**src/dbe_pkg.sv**
```systemverilog
// ----------------------------------------------------------------------------
// dbe_pkg
// Types, character codes and helpers shared by the decimal expression
// evaluator and its arithmetic unit.
// ----------------------------------------------------------------------------
package dbe_pkg;

	// The result beat always carries a 64-bit value, whatever the internal width.
	localparam int OUT_W = 64;

	localparam logic [7:0] CH_TAB   = 8'h09;
	localparam logic [7:0] CH_LF    = 8'h0A;
	localparam logic [7:0] CH_VT    = 8'h0B;
	localparam logic [7:0] CH_FF    = 8'h0C;
	localparam logic [7:0] CH_CR    = 8'h0D;
	localparam logic [7:0] CH_SP    = 8'h20;
	localparam logic [7:0] CH_STAR  = 8'h2A;
	localparam logic [7:0] CH_PLUS  = 8'h2B;
	localparam logic [7:0] CH_MINUS = 8'h2D;
	localparam logic [7:0] CH_SLASH = 8'h2F;
	localparam logic [7:0] CH_ZERO  = 8'h30;
	localparam logic [7:0] CH_NINE  = 8'h39;

	typedef enum logic [2:0] {
		OP_NONE,
		OP_ADD,
		OP_SUB,
		OP_MUL,
		OP_DIV
	} op_t;

	typedef enum logic [3:0] {
		PH_LEAD,
		PH_AWS,
		PH_ASIGN,
		PH_AWSIGN,
		PH_ADIG,
		PH_GAP,
		PH_BWS,
		PH_BSIGN,
		PH_BDIG,
		PH_DONE
	} phase_t;

	typedef enum logic [2:0] {
		CS_IDLE,
		CS_SETUP,
		CS_MUL,
		CS_DIV,
		CS_SIGN,
		CS_HOLD
	} calc_state_t;

	typedef struct packed {
		logic [7:0] text_byte;
		logic       end_of_text;
	} in_beat_t;

	typedef struct packed {
		logic signed [OUT_W-1:0] value;
		logic                    operand_saturated;
	} out_beat_t;

	// Start request from the parser to the arithmetic unit.
	typedef struct packed {
		logic start;
		op_t  op;
		logic sat;
	} calc_req_t;

	function automatic op_t op_of(input logic [7:0] c);
		op_t r;
		case (c)
			CH_PLUS:  r = OP_ADD;
			CH_MINUS: r = OP_SUB;
			CH_STAR:  r = OP_MUL;
			CH_SLASH: r = OP_DIV;
			default:  r = OP_NONE;
		endcase
		return r;
	endfunction

endpackage

```
**src/dbe_stream_if.sv**
```systemverilog
// ----------------------------------------------------------------------------
// dbe_stream_if
// Valid/ready stream channel carrying one payload beat per handshake.
// ----------------------------------------------------------------------------
interface dbe_stream_if #(
	parameter type payload_t = logic
) ();
	logic     valid;
	logic     ready;
	payload_t data;

	modport source (output valid, output data, input ready);
	modport sink (input valid, input data, output ready);
endinterface

```
**src/dbe_arith.sv**
```systemverilog
// ----------------------------------------------------------------------------
// dbe_arith
// Serial arithmetic unit: add or subtract in one step, shift-add multiply and
// restoring divide one bit per cycle, then a registered result beat.
// ----------------------------------------------------------------------------
module dbe_arith
	import dbe_pkg::*;
#(
	parameter int VALUE_WIDTH = 64
) (
	input  logic                   clk,
	input  logic                   arst_n,
	input  calc_req_t              req,
	input  logic [VALUE_WIDTH-1:0] a,
	input  logic [VALUE_WIDTH-1:0] b,
	output logic                   busy,
	dbe_stream_if.source           result
);

	localparam int W     = VALUE_WIDTH;
	localparam int CNT_W = $clog2(W);

	calc_state_t state_q, state_d;

	logic [W-1:0]     opa_q, opb_q, acc_q;
	op_t              op_q;
	logic             sat_q;
	logic             neg_q;
	logic [CNT_W-1:0] cnt_q;

	logic             out_valid_q;
	out_beat_t        out_data_q;
	logic             slot_free;

	logic [W:0]       rem_sh;
	logic [W:0]       diff;
	logic             qbit;
	logic [W-1:0]     div_rem;

	assign slot_free = !out_valid_q || result.ready;
	assign busy      = (state_q != CS_IDLE);

	// One restoring division step: the dividend shifts out of opa_q while
	// quotient bits shift in behind it.
	assign rem_sh  = {acc_q, opa_q[W-1]};
	assign diff    = rem_sh - {1'b0, opb_q};
	assign qbit    = !diff[W];
	assign div_rem = qbit ? diff[W-1:0] : rem_sh[W-1:0];

	always_ff @(posedge clk or negedge arst_n) begin
		if (!arst_n) begin
			state_q <= CS_IDLE;
		end else begin
			state_q <= state_d;
		end
	end

	always_comb begin
		state_d = state_q;
		case (state_q)
			CS_IDLE: begin
				if (req.start) state_d = CS_SETUP;
			end
			CS_SETUP: begin
				if (op_q == OP_MUL) state_d = CS_MUL;
				else if (op_q == OP_DIV && opb_q != '0) state_d = CS_DIV;
				else state_d = CS_HOLD;
			end
			CS_MUL: begin
				if (cnt_q == '0) state_d = CS_HOLD;
			end
			CS_DIV: begin
				if (cnt_q == '0) state_d = CS_SIGN;
			end
			CS_SIGN: state_d = CS_HOLD;
			CS_HOLD: begin
				if (slot_free) state_d = CS_IDLE;
			end
			default: state_d = CS_IDLE;
		endcase
	end

	always_ff @(posedge clk) begin
		case (state_q)
			CS_IDLE: begin
				if (req.start) begin
					opa_q <= a;
					opb_q <= b;
					op_q  <= req.op;
					sat_q <= req.sat;
				end
			end
			CS_SETUP: begin
				case (op_q)
					OP_ADD: acc_q <= opa_q + opb_q;
					OP_SUB: acc_q <= opa_q - opb_q;
					OP_MUL: begin
						acc_q <= '0;
						cnt_q <= CNT_W'(W - 1);
					end
					OP_DIV: begin
						if (opb_q == '0) begin
							acc_q <= opa_q;
						end else begin
							neg_q <= opa_q[W-1] ^ opb_q[W-1];
							opa_q <= opa_q[W-1] ? W'(0) - opa_q : opa_q;
							opb_q <= opb_q[W-1] ? W'(0) - opb_q : opb_q;
							acc_q <= '0;
							cnt_q <= CNT_W'(W - 1);
						end
					end
					default: acc_q <= opa_q;
				endcase
			end
			CS_MUL: begin
				if (opb_q[0]) acc_q <= acc_q + opa_q;
				opa_q <= opa_q << 1;
				opb_q <= opb_q >> 1;
				cnt_q <= cnt_q - 1'b1;
			end
			CS_DIV: begin
				acc_q <= div_rem;
				opa_q <= {opa_q[W-2:0], qbit};
				cnt_q <= cnt_q - 1'b1;
			end
			CS_SIGN: acc_q <= neg_q ? W'(0) - opa_q : opa_q;
			default: ;
		endcase
	end

	always_ff @(posedge clk or negedge arst_n) begin
		if (!arst_n) begin
			out_valid_q <= 1'b0;
		end else if (state_q == CS_HOLD && slot_free) begin
			out_valid_q <= 1'b1;
		end else if (result.ready) begin
			out_valid_q <= 1'b0;
		end
	end

	always_ff @(posedge clk) begin
		if (state_q == CS_HOLD && slot_free) begin
			out_data_q.value             <= OUT_W'(signed'(acc_q));
			out_data_q.operand_saturated <= sat_q;
		end
	end

	assign result.valid = out_valid_q;
	assign result.data  = out_data_q;

endmodule

```
**src/decimal_binary_expr_evaluator.sv**
```systemverilog
// ----------------------------------------------------------------------------
// decimal_binary_expr_evaluator
// Parses "[number][op][number]" text one byte per beat and returns the
// evaluated integer with a saturation flag.
// ----------------------------------------------------------------------------
// Text is taken at one byte per cycle while the arithmetic unit is idle; each
// byte updates the parser in the cycle it arrives, with decimal digits folded
// into the operand by a single times-ten add. The byte flagged end_of_text
// hands both operands to a serial arithmetic unit and the parser is ready for
// the next expression at once, while text input stalls until that unit has
// placed its result in the output register. Add, subtract, no operator and
// divide by zero go from setup straight to the hold state; a multiply runs
// shift-add steps (one multiplier bit per cycle) and a divide runs restoring
// steps (one quotient bit per cycle) and a sign step. Input is accepted again
// in the cycle after the result enters the output register.
// ----------------------------------------------------------------------------
module decimal_binary_expr_evaluator
	import dbe_pkg::*;
#(
	parameter int VALUE_WIDTH = 64
) (
	input  logic         clk,
	input  logic         arst_n,
	dbe_stream_if.sink   text,
	dbe_stream_if.source result
);

	localparam int W     = VALUE_WIDTH;
	localparam int EXT_W = W + 4;
	localparam logic [EXT_W-1:0] LIM_NEG = EXT_W'(1) << (W - 1);
	localparam logic [EXT_W-1:0] LIM_POS = LIM_NEG - EXT_W'(1);

	phase_t       phase_q, phase_d;
	logic [W-1:0] a_q, a_d;
	logic [W-1:0] b_q, b_d;
	op_t          op_q, op_d;
	logic         neg_q, neg_d;
	logic         sat_q, sat_d;
	logic [W-1:0] mag_q, mag_d;

	logic         busy;
	logic         accept;
	logic [7:0]   c;
	logic [3:0]   c_off;
	logic         is_dig;
	logic         is_sgn;
	logic         is_ws6;
	phase_t       ph;

	logic [EXT_W-1:0] prod;
	logic [EXT_W-1:0] lim;
	logic             over;
	logic [W-1:0]     acc_mag;
	logic [W-1:0]     acc_val;

	calc_req_t        req;

	assign text.ready = !busy;
	assign accept     = text.valid && text.ready;
	assign c          = text.data.text_byte;
	assign c_off      = 4'(c - CH_ZERO);
	assign is_dig     = (c >= CH_ZERO) && (c <= CH_NINE);
	assign is_sgn     = (c == CH_PLUS) || (c == CH_MINUS);
	assign is_ws6     = c inside {CH_SP, CH_TAB, CH_LF, CH_VT, CH_FF, CH_CR};

	// Next magnitude: mag * 10 + digit, clamped at the limit for the sign.
	assign prod    = (EXT_W'(mag_q) << 3) + (EXT_W'(mag_q) << 1) + EXT_W'(c_off[3:0]);
	assign lim     = neg_q ? LIM_NEG : LIM_POS;
	assign over    = prod > lim;
	assign acc_mag = over ? lim[W-1:0] : prod[W-1:0];
	assign acc_val = neg_q ? W'(0) - acc_mag : acc_mag;

	always_comb begin
		phase_d = phase_q;
		a_d     = a_q;
		b_d     = b_q;
		op_d    = op_q;
		neg_d   = neg_q;
		sat_d   = sat_q;
		mag_d   = mag_q;
		ph      = phase_q;

		// A lone leading sign becomes the operator, and the same byte then
		// starts the second operand.
		if (phase_q == PH_ASIGN && !is_dig) begin
			op_d  = neg_q ? OP_SUB : OP_ADD;
			neg_d = 1'b0;
			mag_d = '0;
			ph    = PH_BWS;
		end else if (phase_q == PH_ADIG && !is_dig) begin
			ph = PH_GAP;
		end

		case (ph)
			PH_LEAD: begin
				if (c inside {CH_SP, CH_TAB, CH_LF}) begin
					phase_d = PH_LEAD;
				end else if (is_dig) begin
					phase_d = PH_ADIG;
					mag_d   = acc_mag;
					a_d     = acc_val;
					sat_d   = sat_q | over;
				end else if (is_sgn) begin
					neg_d   = (c == CH_MINUS);
					phase_d = PH_ASIGN;
				end else if (c inside {CH_VT, CH_FF, CH_CR}) begin
					phase_d = PH_AWS;
				end else if (c == CH_STAR || c == CH_SLASH) begin
					op_d    = op_of(c);
					neg_d   = 1'b0;
					mag_d   = '0;
					phase_d = PH_BWS;
				end else begin
					phase_d = PH_DONE;
				end
			end
			PH_AWS: begin
				if (is_ws6) begin
					phase_d = PH_AWS;
				end else if (is_sgn) begin
					neg_d   = (c == CH_MINUS);
					phase_d = PH_AWSIGN;
				end else if (is_dig) begin
					phase_d = PH_ADIG;
					mag_d   = acc_mag;
					a_d     = acc_val;
					sat_d   = sat_q | over;
				end else begin
					phase_d = PH_DONE;
				end
			end
			PH_AWSIGN, PH_ASIGN, PH_ADIG: begin
				if (is_dig) begin
					phase_d = PH_ADIG;
					mag_d   = acc_mag;
					a_d     = acc_val;
					sat_d   = sat_q | over;
				end else begin
					phase_d = PH_DONE;
				end
			end
			PH_GAP: begin
				if (c == CH_SP || c == CH_TAB) begin
					phase_d = PH_GAP;
				end else if (op_of(c) != OP_NONE) begin
					op_d    = op_of(c);
					neg_d   = 1'b0;
					mag_d   = '0;
					phase_d = PH_BWS;
				end else begin
					phase_d = PH_DONE;
				end
			end
			PH_BWS: begin
				if (is_ws6) begin
					phase_d = PH_BWS;
				end else if (is_sgn) begin
					neg_d   = (c == CH_MINUS);
					phase_d = PH_BSIGN;
				end else if (is_dig) begin
					phase_d = PH_BDIG;
					mag_d   = acc_mag;
					b_d     = acc_val;
					sat_d   = sat_q | over;
				end else begin
					phase_d = PH_DONE;
				end
			end
			PH_BSIGN, PH_BDIG: begin
				if (is_dig) begin
					phase_d = PH_BDIG;
					mag_d   = acc_mag;
					b_d     = acc_val;
					sat_d   = sat_q | over;
				end else begin
					phase_d = PH_DONE;
				end
			end
			default: phase_d = PH_DONE;
		endcase
	end

	// The final beat hands the operands over and rearms the parser.
	always_ff @(posedge clk or negedge arst_n) begin
		if (!arst_n) begin
			phase_q <= PH_LEAD;
			a_q     <= '0;
			b_q     <= '0;
			op_q    <= OP_NONE;
			neg_q   <= 1'b0;
			sat_q   <= 1'b0;
			mag_q   <= '0;
		end else if (accept) begin
			if (text.data.end_of_text) begin
				phase_q <= PH_LEAD;
				a_q     <= '0;
				b_q     <= '0;
				op_q    <= OP_NONE;
				neg_q   <= 1'b0;
				sat_q   <= 1'b0;
				mag_q   <= '0;
			end else begin
				phase_q <= phase_d;
				a_q     <= a_d;
				b_q     <= b_d;
				op_q    <= op_d;
				neg_q   <= neg_d;
				sat_q   <= sat_d;
				mag_q   <= mag_d;
			end
		end
	end

	assign req.start = accept && text.data.end_of_text;
	assign req.op    = op_d;
	assign req.sat   = sat_d;

	dbe_arith #(
		.VALUE_WIDTH(VALUE_WIDTH)
	) u_arith (
		.clk    (clk),
		.arst_n (arst_n),
		.req    (req),
		.a      (a_d),
		.b      (b_d),
		.busy   (busy),
		.result (result)
	);

endmodule

```
**src/flat_wrapper.sv**
```systemverilog
// flat-port wrapper written by rule: the top's interface ports become plain ports
module decimal_binary_expr_evaluator_flat import dbe_pkg::*;
#(
	parameter int VALUE_WIDTH = 64
)
  (clk, arst_n, text_valid, text_data, text_ready, result_valid, result_data, result_ready);
  dbe_stream_if #(.payload_t(in_beat_t)) text_i ();
  dbe_stream_if #(.payload_t(out_beat_t)) result_i ();
  input  logic clk;
  input  logic arst_n;
  input wire logic [$bits(text_i.valid)-1:0] text_valid;
  input wire logic [$bits(text_i.data)-1:0] text_data;
  output wire logic [$bits(text_i.ready)-1:0] text_ready;
  output wire logic [$bits(result_i.valid)-1:0] result_valid;
  output wire logic [$bits(result_i.data)-1:0] result_data;
  input wire logic [$bits(result_i.ready)-1:0] result_ready;
  assign text_i.valid = text_valid;
  assign text_i.data = text_data;
  assign text_ready = text_i.ready;
  assign result_valid = result_i.valid;
  assign result_data = result_i.data;
  assign result_i.ready = result_ready;
  decimal_binary_expr_evaluator #(.VALUE_WIDTH(VALUE_WIDTH)) u_core (.clk(clk), .arst_n(arst_n), .text(text_i), .result(result_i));
endmodule
```
**config.mk**
```make
export PLATFORM = sky130hd
export DESIGN_NAME = decimal_binary_expr_evaluator_flat
export DESIGN_NICKNAME = d
export VERILOG_FILES = /design/src/dbe_pkg.sv /design/src/dbe_stream_if.sv /design/src/dbe_arith.sv /design/src/decimal_binary_expr_evaluator.sv /design/src/flat_wrapper.sv
export SDC_FILE = /design/constraint.sdc
export NUM_CORES = 2
export LEC_CHECK = 0
export ABC_AREA = 1
export BUFFER_PORTS_ARGS = -buffer_cell sky130_fd_sc_hd__buf_2
export CAP_MARGIN = 10
export CORE_MARGIN = 2
export CORE_UTILIZATION = 55
export CTS_BUF_LIST = sky130_fd_sc_hd__clkbuf_16
export CTS_CLUSTER_DIAMETER = 120
export CTS_CLUSTER_SIZE = 14
export DETAILED_ROUTE_END_ITERATION = 6
export PLACE_DENSITY = 0.8
export SLEW_MARGIN = 25
export SYNTH_ARGS = -nofsm -noshare
export SYNTH_HDL_FRONTEND = slang
export SYNTH_SLANG_ARGS = --single-unit
export TNS_END_PERCENT = 10
```
**constraint.sdc**
```tcl
create_clock -name clk -period 21.1 [get_ports clk]
set_input_delay 2.11 -clock clk [delete_from_list [all_inputs] [get_ports clk]]
set_output_delay 2.11 -clock clk [all_outputs]
set_load 0.03 [all_outputs]
```
==> metrics.md <==
| Metric | Value |
|---|---|
| Hold_sp | `u_core.u_arith.sat_q$_DFFE_PP_` |
| Pwr per Cell Area | `192 nW/um^2` |
| Final slew viol count | `0` |
| Tot GR Track Use | `42.7%` |
| Setup TNS | `0 ns` |
| Number of flops mapped to enable cells by yosys | `268` |
| FF-to-FF path depth | `47` |
| Port-buffer cells | `79` |
| Critical path type | `input pin to flip-flop` |
| Failing checks | `design-rule violations` |
| Placeable Area | `95,200 sq um` |
| # resized after CTS | `0` |
| CP max stage cell | `o21ai_0` |
| Routed wire length | `216,000 um` |
| Routed vias/inst | `6.31` |
| CTS tree | `yes` |
| Clk_skew | `0.0520 ns` |
| Hold Path Class | `flip-flop to flip-flop` |
| Bufs on Longest Clock Path | `3` |
| Max Fanout on Critical Path | `90` |
| IO Pins | `80` |
| Syn_area_per_cell | `6.34 sq um` |
| Max Clk Rate | `0.108 GHz` |
| Die Ht | `314 um` |
| Peak supply drop | `0.000129 V` |
| Sequential area share after synthesis | `24.9%` |
| Most used routing layer | `met2` |
| Crit path DAT | `9.64 ns` |
| DR DRC count | `24` |
| Synthesized instance count | `8,335` |
| Ys async rst share | `43.3%` |
| DR pass1 iterations | `7` |
| R2r setup slk | `13.03 ns` |
| Hold_buf cts | `0` |
| Hold path endpoint | `u_core.u_arith.result.data[0]$_DFFE_PP_` |
| Syn. warnings | `0` |
| Area delta synth->final | `5.06%` |
| Number of setup buffers added after CTS | `0` |
| Met2 Usage GRT | `66.1%` |
| Max-cap violations | `0` |
| Worst R2R End | `u_core.u_arith.opa_q[52]$_DFFE_PP_` |
| Die W | `314 um` |
| Initial antenna violation count | `3` |
| Met1 Use GR | `56.7%` |
| Initial Utilization | `55.6%` |
| Root buf cell | `clkbuf_16` |
| Share of layout cells above drive strength 1 | `4.37%` |
| Kind of end point of the critical path | `flip-flop` |
| Die area | `98,600 sq um` |
| Initial drt markers | `8,222` |
| Final hold vios | `0` |
| TritonCTS buffer count | `42` |
| GRT met3 Usage | `8.35%` |
| Dpl hpwl | `168,000 um` |
| Routed length per instance | `22.8 um` |
| RSZ-0062 raised after global routing | `false` |
| Worst skew pair latency | `0.68 ns` |
| H-tree levels | `2` |
| Yosys reg bits | `473` |
| Vias in the first global route | `56,000` |
| Largest net degree at the start of global routing | `93` |
| Most frequent CP cell | `nand2_1` |
| RePlAce Congestion | `1.05` |
| P_leak | `26.3 nW` |
| Min Tclk post-route | `9.22 ns` |
| Final #Nets | `8,620` |
| Global-route wire length before repair | `326,000 um` |
| Tcrit/Tclk final | `43.7%` |
| Row count | `113` |
| Main synth FF type | `edfxtp_1` |
| Worst Hold Depth | `0` |
| Clock slew at reported path FFs | `0.08 ns` |
| DRT antenna net count | `0` |
| Cell Area, Synth | `52,900 sq um` |
| Least-Margin Pin Slew | `1.11 ns` |
| Worst Setup Start Kind | `input pin` |
| Synth Net Count | `8,741` |
| Count of final setup violators | `0` |
| Clock Sinks | `473` |
| GR Overflow Total | `0` |
| Detailed-route via count | `60,000` |
| Netlist cell types | `74` |
| Crit path largest cell delay | `0.72 ns` |
| Final Hold Slack | `0.465 ns` |
| CP required | `21.52 ns` |
| Status | `complete, but fails checks` |
| Slew headroom | `25.3%` |
| Reg-to-reg critical path startpoint | `u_core.mag_q[0]$_DFFE_PN0P_` |
## per-layer routing
| layer | vias up | share of wire, % |
|---|---|---|
| met1 | 27500 | 39 |
| met2 | 3922 | 43 |
| met3 | 655 | 12 |
| met5 | - | 0 |
| met4 | 0 | 6.1 |
| li1 | 28000 | - |
## stage by stage
| stage | instances | total power [mW] | setup WS [ns] | utilization [%] | area (sq um) |
|---|---|---|---|---|---|
| floorplan | 8335 | 7.14 | 13.10 | - | 52900 |
| global placement | 9435 | 9.39 | 11.57 | 57.0 | 54200 |
| detailed placement | 9435 | 9.50 | 11.41 | 57.0 | 54200 |
| CTS | 9506 | 10.3 | 12.10 | 58.4 | 55500 |
| global route | 9506 | 11.4 | 11.35 | 58.4 | 55500 |
| finish | 9508 | 10.6 | 11.88 | 58.4 | 55500 |
## critical path, delay by kind of cell
| kind | cells | cell delay (ns) |
|---|---|---|
| AO/OA/AOI/OAI | 3 | 1.05 |
| XOR/XNOR | 1 | 0.30 |
| adder cells (fa/ha/maj) | 4 | 1.51 |
| buffers and inverters | 4 | 0.50 |
| AND/OR/NAND/NOR | 36 | 4.04 |
## final cells by class
cell class	count	area, sq um
Inverter	1088	4090
Clock buffer	43	1080
Timing Repair Buffer	147	920
Clock inverter	28	225
Tap cell	1265	1580
Antenna cell	2	5.00
Fill cell	9296	39600
Multi-Input combinational cell	6462	34500
Sequential cell	473	13200
## flip-flops by register name, indices dropped and copies added, names as in the netlist
name	cells
u_core.u_arith.result.data	65
u_core.a_q	64
u_core.b_q	64
u_core.mag_q	64
u_core.u_arith.acc_q	64
u_core.u_arith.opa_q	64
u_core.u_arith.opb_q	64
u_core.u_arith.cnt_q	6
u_core.phase_q	4
u_core.op_q	3
u_core.u_arith.op_q	3
u_core.u_arith.state_q	3
u_core.neg_q	1
u_core.sat_q	1
u_core.u_arith.neg_q	1
u_core.u_arith.result.valid	1
u_core.u_arith.sat_q	1
## how the worst max path moves through the flow
stage | end | startpoint | cells after the start
after floorplan | u_core.u_arith.opa_q[52]$_DFFE_PP_ | text_data[4] | 50
after global placement | u_core.u_arith.opa_q[52]$_DFFE_PP_ | text_data[4] | 48
after detailed placement | u_core.u_arith.opa_q[52]$_DFFE_PP_ | text_data[4] | 48
after CTS | u_core.u_arith.opa_q[52]$_DFFE_PP_ | text_data[4] | 48
after global routing | u_core.u_arith.opa_q[62]$_DFFE_PP_ | text_data[4] | 46
final | u_core.u_arith.opa_q[52]$_DFFE_PP_ | text_data[4] | 48
## where the power goes
part           switching, mW  internal (mW)  total [mW]
logic                   5.48           2.23        7.71
clock network          0.420          0.399       0.819
registers              0.564           1.54        2.11
total                   6.46           4.17        10.6
## Yosys cell counts, types with 6 or more instances
cell type	number	share of area, %
o21a_1	25	0.36
o221ai_1	70	1.2
nor4_1	55	0.65
xor2_1	161	2.7
clkinv_1	9	0.064
nor3_2	7	0.13
nand2_1	2103	15
a21o_1	28	0.40
a31oi_1	85	1.0
nor2_1	771	5.5
a211oi_1	7	0.099
xnor2_1	47	0.78
nand2_2	24	0.28
o21bai_1	27	0.38
nand3_2	8	0.15
a22oi_1	39	0.55
a21oi_1	692	6.6
o22ai_1	82	0.97
dfrtp_1	205	9.7
buf_2	21	0.20
buf_1	28	0.20
or2_2	32	0.38
nand4_1	119	1.4
a21boi_0	24	0.34
and3_1	7	0.083
edfxtp_1	268	15
a31o_2	6	0.099
o21ai_0	810	7.7
o21ai_2	6	0.099
o311ai_0	8	0.13
inv_2	16	0.11
ha_1	388	9.2
o21ai_1	53	0.50
nand3_1	526	5.0
o31ai_1	22	0.31
o211ai_1	78	1.1
inv_1	1063	7.5
clkbuf_1	255	1.8
nand3b_1	14	0.20
nor2_2	21	0.25
nor3_1	64	0.61
## cells in the final DEF (no fill, tap or decap), types with 39 or more instances in the layout
master     count
a21oi_1      692
a22oi_1       39
a31oi_1       85
buf_2         78
buf_4         67
clkbuf_16     43
dfrtp_1      204
edfxtp_1     268
ha_1         388
inv_1       1076
nand2_1     2098
nand3_1      526
nand4_1      119
nor2_1       760
nor3_1        63
nor4_1        55
o211ai_1      78
o21ai_0      808
o21ai_1       53
o221ai_1      70
o22ai_1       82
xnor2_1       47
xor2_1       161
## cells by family (layout without fill, tap and decap cells)
logic type	Yosys count	in the layout	share of synthesized area (%)
buffers and inverters	1400	1306	10.1
DFF	473	473	24.9
xor gates and xnor gates	208	208	3.45
other	0	2	0
AOI/OAI and AO/OA	2092	2092	22.3
adders and majority gates	393	393	9.37
and+or+nand+nor	3769	3769	29.9
(Power assumes the default switching activity.)
